==> config.mk <==
export PLATFORM = sky130hd
export DESIGN_NAME = ir_pulse_distance_transmitter
export DESIGN_NICKNAME = d
export VERILOG_FILES = /design/src/hw/rtl/irpdt_pkg.sv /design/src/hw/rtl/irpdt_csr.sv /design/src/hw/rtl/irpdt_store.sv /design/src/hw/rtl/irpdt_seq.sv /design/src/hw/rtl/ir_pulse_distance_transmitter.sv
export VERILOG_INCLUDE_DIRS = /design/src /design/src/hw/rtl
export SDC_FILE = /design/constraint.sdc
export NUM_CORES = 1
export LEC_CHECK = 0
export BUFFER_PORTS_ARGS = -buffer_cell sky130_fd_sc_hd__buf_2
export CORE_MARGIN = 2
export CORE_UTILIZATION = 45
export DETAILED_ROUTE_END_ITERATION = 10
export PLACE_DENSITY_LB_ADDON = 0.1
export SLEW_MARGIN = 10
export SYNTH_ARGS = -nofsm -noshare
export SYNTH_HDL_FRONTEND = slang
export SYNTH_SLANG_ARGS = --single-unit
==> constraint.sdc <==
create_clock -name clock -period 7.9 [get_ports clock]
set_input_delay 2.37 -clock clock [delete_from_list [all_inputs] [get_ports clock]]
set_output_delay 2.37 -clock clock [all_outputs]
set_load 0.1 [all_outputs]
==> src/hw/rtl/ir_pulse_distance_transmitter_defines.svh <==
// Assertion macros for the IR pulse-distance transmitter.
// No dependencies; included by the RTL files that carry assertions.
`ifndef IR_PULSE_DISTANCE_TRANSMITTER_DEFINES_SVH
`define IR_PULSE_DISTANCE_TRANSMITTER_DEFINES_SVH

`ifndef SYNTH
// Clocked assertion, switched off while reset is high
`define IRPDT_ASSERT(label, clk, rst, prop) \
   label: assert property (@(posedge clk) disable iff (rst) prop) \
      else $error("irpdt assertion failed");
// Clocked assertion that also holds during reset
`define IRPDT_ASSERT_ALWAYS(label, clk, prop) \
   label: assert property (@(posedge clk) prop) \
      else $error("irpdt assertion failed");
`else
`define IRPDT_ASSERT(label, clk, rst, prop)
`define IRPDT_ASSERT_ALWAYS(label, clk, prop)
`endif

`endif

==> src/hw/rtl/irpdt_pkg.sv <==
// Package for the IR pulse-distance transmitter: payload and config types,
// phase codes, register indexes and sizing constants. No dependencies.
`timescale 1ns / 1ps

package irpdt_pkg;

   // Frame buffer sizing
   localparam int MAX_BYTES   = 16;
   localparam int BYTE_CNT_W  = $clog2(MAX_BYTES + 1);
   localparam int BYTE_ADDR_W = (MAX_BYTES > 1) ? $clog2(MAX_BYTES) : 1;

   localparam int TICK_W  = 16;
   localparam int REPS_W  = 4;
   localparam int CSR_IDX_W = 3;
   localparam int CSR_DATA_W = 16;

   // Reset values of the timing registers
   localparam logic [TICK_W-1:0] RST_HDR_MARK  = 16'd5000;
   localparam logic [TICK_W-1:0] RST_HDR_SPACE = 16'd5000;
   localparam logic [TICK_W-1:0] RST_BIT_MARK  = 16'd500;
   localparam logic [TICK_W-1:0] RST_ONE_SPACE = 16'd1500;
   localparam logic [TICK_W-1:0] RST_ZERO_SPACE = 16'd500;
   localparam logic [TICK_W-1:0] RST_TRL_SPACE = 16'd5000;
   localparam logic [REPS_W-1:0] RST_REPEAT    = 4'd2;

   // Request action codes
   typedef enum logic {
      ACT_TICK = 1'b0,
      ACT_LOAD = 1'b1
   } action_type;

   // Configuration register indexes
   typedef enum logic [CSR_IDX_W-1:0] {
      REG_HDR_MARK   = 3'd0,
      REG_HDR_SPACE  = 3'd1,
      REG_BIT_MARK   = 3'd2,
      REG_ONE_SPACE  = 3'd3,
      REG_ZERO_SPACE = 3'd4,
      REG_TRL_SPACE  = 3'd5,
      REG_REPEAT     = 3'd6
   } reg_index_type;

   // Transmit phases, one-hot
   typedef enum logic [6:0] {
      PH_IDLE      = 7'b000_0001,
      PH_HDR_MARK  = 7'b000_0010,
      PH_HDR_SPACE = 7'b000_0100,
      PH_BIT_MARK  = 7'b000_1000,
      PH_BIT_SPACE = 7'b001_0000,
      PH_TRL_MARK  = 7'b010_0000,
      PH_TRL_SPACE = 7'b100_0000
   } phase_type;

   typedef struct packed {
      logic       action;
      logic [7:0] data_byte;
      logic       last_byte;
   } req_type;

   typedef struct packed {
      logic carrier_on;
      logic busy_res;
      logic frame_done;
   } rsp_type;

   typedef struct packed {
      logic [TICK_W-1:0] header_mark_ticks;
      logic [TICK_W-1:0] header_space_ticks;
      logic [TICK_W-1:0] bit_mark_ticks;
      logic [TICK_W-1:0] one_space_ticks;
      logic [TICK_W-1:0] zero_space_ticks;
      logic [TICK_W-1:0] trailer_space_ticks;
      logic [REPS_W-1:0] repeat_count;
   } cfg_type;

   // Frame buffer write port
   typedef struct packed {
      logic                   en;
      logic [BYTE_ADDR_W-1:0] addr;
      logic [7:0]             data;
   } store_wr_type;

endpackage

==> src/hw/rtl/irpdt_csr.sv <==
// Timing and repeat configuration registers of the IR transmitter.
// Depends on irpdt_pkg.
`timescale 1ns / 1ps

module irpdt_csr (
   input  logic                                clock,
   input  logic                                reset,
   input  logic                                csr_we,
   input  logic [irpdt_pkg::CSR_IDX_W-1:0]     csr_index,
   input  logic [irpdt_pkg::CSR_DATA_W-1:0]    csr_wdata,
   output irpdt_pkg::cfg_type                  cfg
);

   irpdt_pkg::cfg_type cfg_ff, cfg_in;

   // Register decode; unknown indexes are dropped
   always_comb begin
      cfg_in = cfg_ff;
      if (csr_we) begin
         unique case (csr_index)
            irpdt_pkg::REG_HDR_MARK:   cfg_in.header_mark_ticks   = csr_wdata;
            irpdt_pkg::REG_HDR_SPACE:  cfg_in.header_space_ticks  = csr_wdata;
            irpdt_pkg::REG_BIT_MARK:   cfg_in.bit_mark_ticks      = csr_wdata;
            irpdt_pkg::REG_ONE_SPACE:  cfg_in.one_space_ticks     = csr_wdata;
            irpdt_pkg::REG_ZERO_SPACE: cfg_in.zero_space_ticks    = csr_wdata;
            irpdt_pkg::REG_TRL_SPACE:  cfg_in.trailer_space_ticks = csr_wdata;
            irpdt_pkg::REG_REPEAT:
               cfg_in.repeat_count = csr_wdata[irpdt_pkg::REPS_W-1:0];
            default: cfg_in = cfg_ff;
         endcase
      end
   end

   always_ff @(posedge clock) begin
      if (reset) begin
         cfg_ff.header_mark_ticks   <= irpdt_pkg::RST_HDR_MARK;
         cfg_ff.header_space_ticks  <= irpdt_pkg::RST_HDR_SPACE;
         cfg_ff.bit_mark_ticks      <= irpdt_pkg::RST_BIT_MARK;
         cfg_ff.one_space_ticks     <= irpdt_pkg::RST_ONE_SPACE;
         cfg_ff.zero_space_ticks    <= irpdt_pkg::RST_ZERO_SPACE;
         cfg_ff.trailer_space_ticks <= irpdt_pkg::RST_TRL_SPACE;
         cfg_ff.repeat_count        <= irpdt_pkg::RST_REPEAT;
      end else begin
         cfg_ff <= cfg_in;
      end
   end

   assign cfg = cfg_ff;

endmodule

==> src/hw/rtl/irpdt_store.sv <==
// Frame byte buffer: one write port, one registered read port.
// Depends on irpdt_pkg.
`timescale 1ns / 1ps

module irpdt_store (
   input  logic                                  clock,
   input  irpdt_pkg::store_wr_type               wr,
   input  logic [irpdt_pkg::BYTE_ADDR_W-1:0]     rd_addr,
   output logic [7:0]                            rd_data
);

   // Contents are undefined until loaded; only bytes of the current frame are read
   logic [7:0] mem_ff [irpdt_pkg::MAX_BYTES];
   logic [7:0] rd_data_ff;

   // Write on load, read every cycle
   always_ff @(posedge clock) begin
      if (wr.en) begin
         mem_ff[wr.addr] <= wr.data;
      end
      rd_data_ff <= mem_ff[rd_addr];
   end

   assign rd_data = rd_data_ff;

endmodule

==> src/hw/rtl/irpdt_seq.sv <==
// Frame sequencer: phase state, countdown, bit/byte/pass counters and the
// per-request result. Depends on irpdt_pkg and the assertion macro header.
`timescale 1ns / 1ps
`include "ir_pulse_distance_transmitter_defines.svh"

module irpdt_seq (
   input  logic                                  clock,
   input  logic                                  reset,
   input  logic                                  step,
   input  irpdt_pkg::req_type                    req,
   input  irpdt_pkg::cfg_type                    cfg,
   input  logic [7:0]                            rd_byte,
   output logic [irpdt_pkg::BYTE_ADDR_W-1:0]     rd_addr,
   output irpdt_pkg::store_wr_type               wr,
   output irpdt_pkg::rsp_type                    res
);

   localparam int CW = irpdt_pkg::BYTE_CNT_W;

   irpdt_pkg::phase_type          phase_ff, phase_in;
   logic [CW-1:0]                 byte_total_ff, byte_total_in;
   logic [CW-1:0]                 byte_pos_ff, byte_pos_in;
   logic [2:0]                    bit_pos_ff, bit_pos_in;
   logic [irpdt_pkg::REPS_W-1:0]  passes_ff, passes_in;
   logic [irpdt_pkg::TICK_W-1:0]  tick_ff, tick_in;

   logic                          is_idle;
   logic                          cur_bit;
   logic [CW-1:0]                 byte_pos_nx;
   logic [2:0]                    bit_pos_nx;
   logic [irpdt_pkg::REPS_W-1:0]  passes_nx;
   logic [irpdt_pkg::REPS_W-1:0]  reps;

   assign is_idle = (phase_ff == irpdt_pkg::PH_IDLE);
   // Buffer read runs on the position being loaded, so the registered byte
   // always matches byte_pos_ff; a bit mark lasts at least one request
   assign rd_addr = step ? byte_pos_in[irpdt_pkg::BYTE_ADDR_W-1:0]
                         : byte_pos_ff[irpdt_pkg::BYTE_ADDR_W-1:0];
   // MSB first
   assign cur_bit = rd_byte[3'd7 - bit_pos_ff];

   // Bit and byte stepping at the end of a bit space
   always_comb begin
      if (bit_pos_ff == 3'd7) begin
         bit_pos_nx  = 3'd0;
         byte_pos_nx = byte_pos_ff + CW'(1);
      end else begin
         bit_pos_nx  = bit_pos_ff + 3'd1;
         byte_pos_nx = byte_pos_ff;
      end
   end

   // Pass counting; a zero repeat count sends once
   assign passes_nx = passes_ff + irpdt_pkg::REPS_W'(1);
   assign reps = (cfg.repeat_count == '0) ? irpdt_pkg::REPS_W'(1) : cfg.repeat_count;

   // Next state and result for one request
   always_comb begin
      phase_in      = phase_ff;
      byte_total_in = byte_total_ff;
      byte_pos_in   = byte_pos_ff;
      bit_pos_in    = bit_pos_ff;
      passes_in     = passes_ff;
      tick_in       = tick_ff;
      wr.en         = 1'b0;
      wr.addr       = byte_total_ff[irpdt_pkg::BYTE_ADDR_W-1:0];
      wr.data       = req.data_byte;
      res           = '0;

      if (req.action == irpdt_pkg::ACT_LOAD) begin
         // Loads are ignored while a frame is going out
         if (is_idle) begin
            if (byte_total_ff < CW'(irpdt_pkg::MAX_BYTES)) begin
               wr.en         = step;
               byte_total_in = byte_total_ff + CW'(1);
            end
            if (req.last_byte) begin
               passes_in   = '0;
               byte_pos_in = '0;
               bit_pos_in  = '0;
               phase_in    = irpdt_pkg::PH_HDR_MARK;
               tick_in     = cfg.header_mark_ticks;
            end
         end
         res.busy_res = (phase_in != irpdt_pkg::PH_IDLE);
      end else if (!is_idle) begin
         res.busy_res   = 1'b1;
         res.carrier_on = (phase_ff == irpdt_pkg::PH_HDR_MARK) ||
                          (phase_ff == irpdt_pkg::PH_BIT_MARK) ||
                          (phase_ff == irpdt_pkg::PH_TRL_MARK);
         if (tick_ff > irpdt_pkg::TICK_W'(1)) begin
            tick_in = tick_ff - irpdt_pkg::TICK_W'(1);
         end else begin
            unique case (phase_ff)
               irpdt_pkg::PH_HDR_MARK: begin
                  phase_in = irpdt_pkg::PH_HDR_SPACE;
                  tick_in  = cfg.header_space_ticks;
               end
               irpdt_pkg::PH_HDR_SPACE: begin
                  byte_pos_in = '0;
                  bit_pos_in  = '0;
                  // Empty frame goes straight to the trailer
                  phase_in = (byte_total_ff == '0) ? irpdt_pkg::PH_TRL_MARK
                                                   : irpdt_pkg::PH_BIT_MARK;
                  tick_in  = cfg.bit_mark_ticks;
               end
               irpdt_pkg::PH_BIT_MARK: begin
                  phase_in = irpdt_pkg::PH_BIT_SPACE;
                  tick_in  = cur_bit ? cfg.one_space_ticks : cfg.zero_space_ticks;
               end
               irpdt_pkg::PH_BIT_SPACE: begin
                  bit_pos_in  = bit_pos_nx;
                  byte_pos_in = byte_pos_nx;
                  phase_in = (byte_pos_nx >= byte_total_ff) ? irpdt_pkg::PH_TRL_MARK
                                                            : irpdt_pkg::PH_BIT_MARK;
                  tick_in  = cfg.bit_mark_ticks;
               end
               irpdt_pkg::PH_TRL_MARK: begin
                  phase_in = irpdt_pkg::PH_TRL_SPACE;
                  tick_in  = cfg.trailer_space_ticks;
               end
               irpdt_pkg::PH_TRL_SPACE: begin
                  if (passes_nx >= reps) begin
                     // Final pass: back to idle with an empty buffer
                     phase_in       = irpdt_pkg::PH_IDLE;
                     tick_in        = '0;
                     byte_total_in  = '0;
                     byte_pos_in    = '0;
                     bit_pos_in     = '0;
                     passes_in      = '0;
                     res.frame_done = 1'b1;
                  end else begin
                     passes_in = passes_nx;
                     phase_in  = irpdt_pkg::PH_HDR_MARK;
                     tick_in   = cfg.header_mark_ticks;
                  end
               end
               default: phase_in = irpdt_pkg::PH_IDLE;
            endcase
         end
      end
   end

   always_ff @(posedge clock) begin
      if (reset) begin
         phase_ff      <= irpdt_pkg::PH_IDLE;
         byte_total_ff <= '0;
         byte_pos_ff   <= '0;
         bit_pos_ff    <= '0;
         passes_ff     <= '0;
         tick_ff       <= '0;
      end else if (step) begin
         phase_ff      <= phase_in;
         byte_total_ff <= byte_total_in;
         byte_pos_ff   <= byte_pos_in;
         bit_pos_ff    <= bit_pos_in;
         passes_ff     <= passes_in;
         tick_ff       <= tick_in;
      end
   end

   // Buffer count never passes its depth
   `IRPDT_ASSERT(a_total_in_range, clock, reset, byte_total_ff <= CW'(irpdt_pkg::MAX_BYTES))
   // While a bit is on the line it points at a loaded byte
   `IRPDT_ASSERT(a_bit_in_frame, clock, reset, ((phase_ff == irpdt_pkg::PH_BIT_MARK) || (phase_ff == irpdt_pkg::PH_BIT_SPACE)) |-> (byte_pos_ff < byte_total_ff))
   // A load during transmission leaves the buffer untouched
   `IRPDT_ASSERT(a_load_ignored, clock, reset, (step && req.action && !is_idle) |=> $stable(byte_total_ff))
   // Finishing the last pass lands in idle with the buffer emptied
   `IRPDT_ASSERT(a_done_to_idle, clock, reset, (step && res.frame_done) |=> (is_idle && (byte_total_ff == '0)))

endmodule

==> src/hw/rtl/ir_pulse_distance_transmitter.sv <==
// Top level of the IR pulse-distance transmitter: request/response handshake,
// result register and the instances. Depends on irpdt_pkg, irpdt_csr,
// irpdt_store and irpdt_seq.
//
// Usage:
//  - Request channel (req_valid/req_ready/req_data): each request is either one
//    time tick or one frame byte load. A load flagged last_byte starts sending.
//  - Response channel (rsp_valid/rsp_ready/rsp_data): exactly one response per
//    request, in order: carrier enable for that tick, busy flag and a done flag
//    on the tick that ends the final repetition.
//  - Config port (csr_we/csr_index/csr_wdata): timing and repeat registers, to be
//    written only while the block is idle; the block itself does not enforce this.
//  - Latency: a response is valid the cycle after its request is taken.
//  - Throughput: one request per cycle unless the receiver stalls; the countdown
//    and phase update of a tick complete in the accepting cycle.
//  - A single result register separates the channels; req_ready stays high
//    while that register is empty or being drained, so a stalled receiver
//    holds at most one response and back-pressures the request side.
//  - Reset (synchronous): idle phase, empty buffer, registers at defaults.
`timescale 1ns / 1ps

module ir_pulse_distance_transmitter (
   input  logic                               clock,
   input  logic                               reset,
   input  logic                               req_valid,
   output logic                               req_ready,
   input  irpdt_pkg::req_type                 req_data,
   output logic                               rsp_valid,
   input  logic                               rsp_ready,
   output irpdt_pkg::rsp_type                 rsp_data,
   input  logic                               csr_we,
   input  logic [irpdt_pkg::CSR_IDX_W-1:0]    csr_index,
   input  logic [irpdt_pkg::CSR_DATA_W-1:0]   csr_wdata
);

   irpdt_pkg::cfg_type                      cfg;
   irpdt_pkg::store_wr_type                 wr;
   irpdt_pkg::rsp_type                      res;
   logic [irpdt_pkg::BYTE_ADDR_W-1:0]       rd_addr;
   logic [7:0]                              rd_byte;
   logic                                    step;

   logic                                    rsp_valid_ff, rsp_valid_in;
   irpdt_pkg::rsp_type                      rsp_data_ff, rsp_data_in;

   // Handshake
   assign req_ready = !rsp_valid_ff || rsp_ready;
   assign step      = req_valid && req_ready;

   irpdt_csr u_csr (
      .clock     (clock),
      .reset     (reset),
      .csr_we    (csr_we),
      .csr_index (csr_index),
      .csr_wdata (csr_wdata),
      .cfg       (cfg)
   );

   irpdt_store u_store (
      .clock   (clock),
      .wr      (wr),
      .rd_addr (rd_addr),
      .rd_data (rd_byte)
   );

   irpdt_seq u_seq (
      .clock   (clock),
      .reset   (reset),
      .step    (step),
      .req     (req_data),
      .cfg     (cfg),
      .rd_byte (rd_byte),
      .rd_addr (rd_addr),
      .wr      (wr),
      .res     (res)
   );

   // Result register
   always_comb begin
      rsp_valid_in = rsp_valid_ff && !rsp_ready;
      rsp_data_in  = rsp_data_ff;
      if (step) begin
         rsp_valid_in = 1'b1;
         rsp_data_in  = res;
      end
   end

   always_ff @(posedge clock) begin
      if (reset) begin
         rsp_valid_ff <= 1'b0;
      end else begin
         rsp_valid_ff <= rsp_valid_in;
      end
   end

   always_ff @(posedge clock) begin
      rsp_data_ff <= rsp_data_in;
   end

   assign rsp_valid = rsp_valid_ff;
   assign rsp_data  = rsp_data_ff;

endmodule
==> results.yml <==
worst_setup_path:
  setup.worst_path.end_class: "output port"
  crit_type: "input port to output port"
  crit_arrival_ns: 3.01
  cp_max_fo: 3
  cp_common_cell: "buf_2"
  worstPathCellList: "buf_2, nand2b_1, buf_2"
  cp.required_ns: 5.53
  crit_path_max_incr_delay_ns: 0.44
  critPathSlowestCell: "buf_2"
  startpoint_type: "input port"
  r2r_slack_ns: 3.32
cts:
  clk_latency_ns: 0.56
  clkTransAtPathRegs_ns: 0.06
  cts_tree: "done"
  postCtsSetupRepairBufs: 0
  clockRootBuffer: "clkbuf_16"
  ctsHoldBuffers: 0
  cts_sinks: 280
  clockBufferDepth: 3
  htreeDepth: 1
  ctsResizeCount: 0
  cts_buffers: 30
detailed_routing:
  dr.pass1.iters: 5
  drt_iter0_drc: 1100
  wl_per_cell_um: 21.2
  via_count: 10700
  via_per_inst: 5.93
  drtAntennaViolNets: 0
  drc: 0
  routed_wl_um: 38300
synthesis:
  synth_edf_count: 131
  synth_area_per_cell_um2: 9.43
  ys_warn_count: 0
  ys_ff_latch: 280
  ys_types: 75
  syn-cell-area_um2: 13100
  yosysSeqAreaShare_pct: 52.6
  async_flop_share_pct: 0
  synth_fp_nets: 1450
  synth_flop_cell: "dfxtp_1"
  synth_cells: 1394
placed_design:
  gp_congestion: 0.848
  post-place-ws_ns: 2.16
  port_buffers: 38
  hpwlAfterDp_um: 23900
timing:
  fin_hold_ws_ns: 0.452
  finalClockSkew_ns: 0.0171
  min_period_ns: 5.38
  tightest_slew_ns: 1.25
  setup_slack_ns: 2.52
  post-route-period-util_pct: 68.1
  fmax_ghz: 0.186
  slew_headroom_pct: 16.4
  setup_viol: 0
  slew_violations: 0
  final_hold_viol_count: 0
  rsz0062_at_grt: "false"
  tns_ns: 0
status:
  run_status: "complete, no violations"
floorplan:
  pin_count: 39
  fp.dieW_um: 175
  die_h_um: 175
  start_util_pct: 45.8
  die_area_um2: 30600
  rows: 62
  core_area_um2: 28700
job:
  drv_cap: 0
grt:
  gr-usage-all-layers_pct: 24.8
  grt_pass1_wl_um: 59300
  grt_remaining_overflow: 0
  grt_pass1_vias: 10100
  grt_max_degree: 109
  antenna_found_initial: 3
final_layout:
  n_antenna_cell: 0
  nets: 1459
  multi_input_area_um2: 5840
  seq_area_um2: 6920
  n_fill_cell: 2698
  areaGrowthSynthToFinish_pct: 13.1
  drive_above_1_share_pct: 10.6
pwr:
  ir_drop_mv: 0.184
  power.leakage_uw: 0.00525
  p_total_uw: 3730
  powerDensity_nw_per_um2: 251
worst_hold_path:
  hold_path.class: "register to register"
==> flip-flops by register name, indices dropped and copies added, names as in the netlist, named ones only <==
name,cells
rsp_data,3
u_seq.byte_total_ff,5
u_store.rd_data,8
u_csr.cfg,100
u_seq.bit_pos_ff,3
u_seq.passes_ff,4
u_store.mem_ff,128
u_seq.phase_ff,5
u_seq.tick_ff,16
rsp_valid,1
u_seq.byte_pos_ff,5
==> area by class of cell <==
class                   instances  share of cell area, %
repair buffers                 59                   2.36
clock buffers                  40                   6.28
well taps                     384                   3.23
clock inverters                16                   1.84
inverters                      20                  0.505
flip-flops and latches        280                   46.5
multi-input cells            1012                   39.3
==> synth_stat cells (all sizes together) (20+ instances only) <==
cell	instances	area (um2)
dfxtp	149	2980
nand3b	36	270
nand2	255	960
inv	20	75.1
clkbuf	63	236
a21oi	130	651
nand3	20	118
o22ai	71	469
a211oi	30	225
edfxtp	131	3930
mux2i	22	220
nor2	174	658
ha	22	275
nor4	36	240
==> critical path: cells and delay by family <==
| kind | cells | cell delay [ns] |
|---|---|---|
| buffers and inverters | 2 | 0.51 |
| and+or+nand+nor | 1 | 0.13 |
==> kinds of logic after synthesis <==
logic type	count (synthesis)	share of synthesized area, %
adders and majority gates	22	2.09
xor gates and xnor gates	20	1.33
DFF	280	52.6
and+or+nand+nor	607	21.5
AOI/OAI and AO/OA	337	16.9
buffers and inverters	102	3.42
muxes	26	2.19
==> where the power goes <==
| group | switching [uW] | total, uW | internal [uW] |
|---|---|---|---|
| Combinational | 300 | 489 | 189 |
| Clock | 603 | 1660 | 1060 |
| Sequential | 27.6 | 1580 | 1550 |
| Total | 930 | 3730 | 2800 |
==> path summary, 6_finish.rpt <==
kind,start,cells after the start,end
max reg2reg,u_csr.cfg[3],13,u_store.rd_data[1]
max,rsp_ready,3,req_ready
min reg2reg,u_csr.cfg[34],2,u_csr.cfg[34]
min,u_csr.cfg[34],2,u_csr.cfg[34]
==> cell usage in the layout, fill, tap and decap left out, types with 18 or more instances in the layout <==
master	instances
nand2_1	254
edfxtp_1	131
clkbuf_16	34
inv_1	20
dfxtp_1	149
mux2i_1	21
a21oi_1	130
buf_2	37
nand3b_1	36
o22ai_1	67
nor2_1	170
nor4_1	35
ha_1	22
a211oi_1	29
buf_4	22
nand3_1	18
==> layer usage <==
layer | GRT usage (%) | share of wire [%] | vias up
met2 | 41.6 | 48 | 375
met4 | 7.57 | 2.6 | 6
met3 | 4.29 | 6.6 | 66
met1 | 33.0 | 43 | 5170
li1 | - | - | 5126
met5 | 0 | 0.11 | -
==> stage by stage <==
step | instances | util [%] | area [um2]
after global placement | 1755 | 47.6 | 13700
after detailed placement | 1755 | 47.6 | 13700
after floorplan | 1394 | - | 13100
final | 1811 | 51.8 | 14900
after global routing | 1811 | 51.8 | 14900
after CTS | 1811 | 51.8 | 14900
No activity file was read; power rests on OpenSTA's default activity.
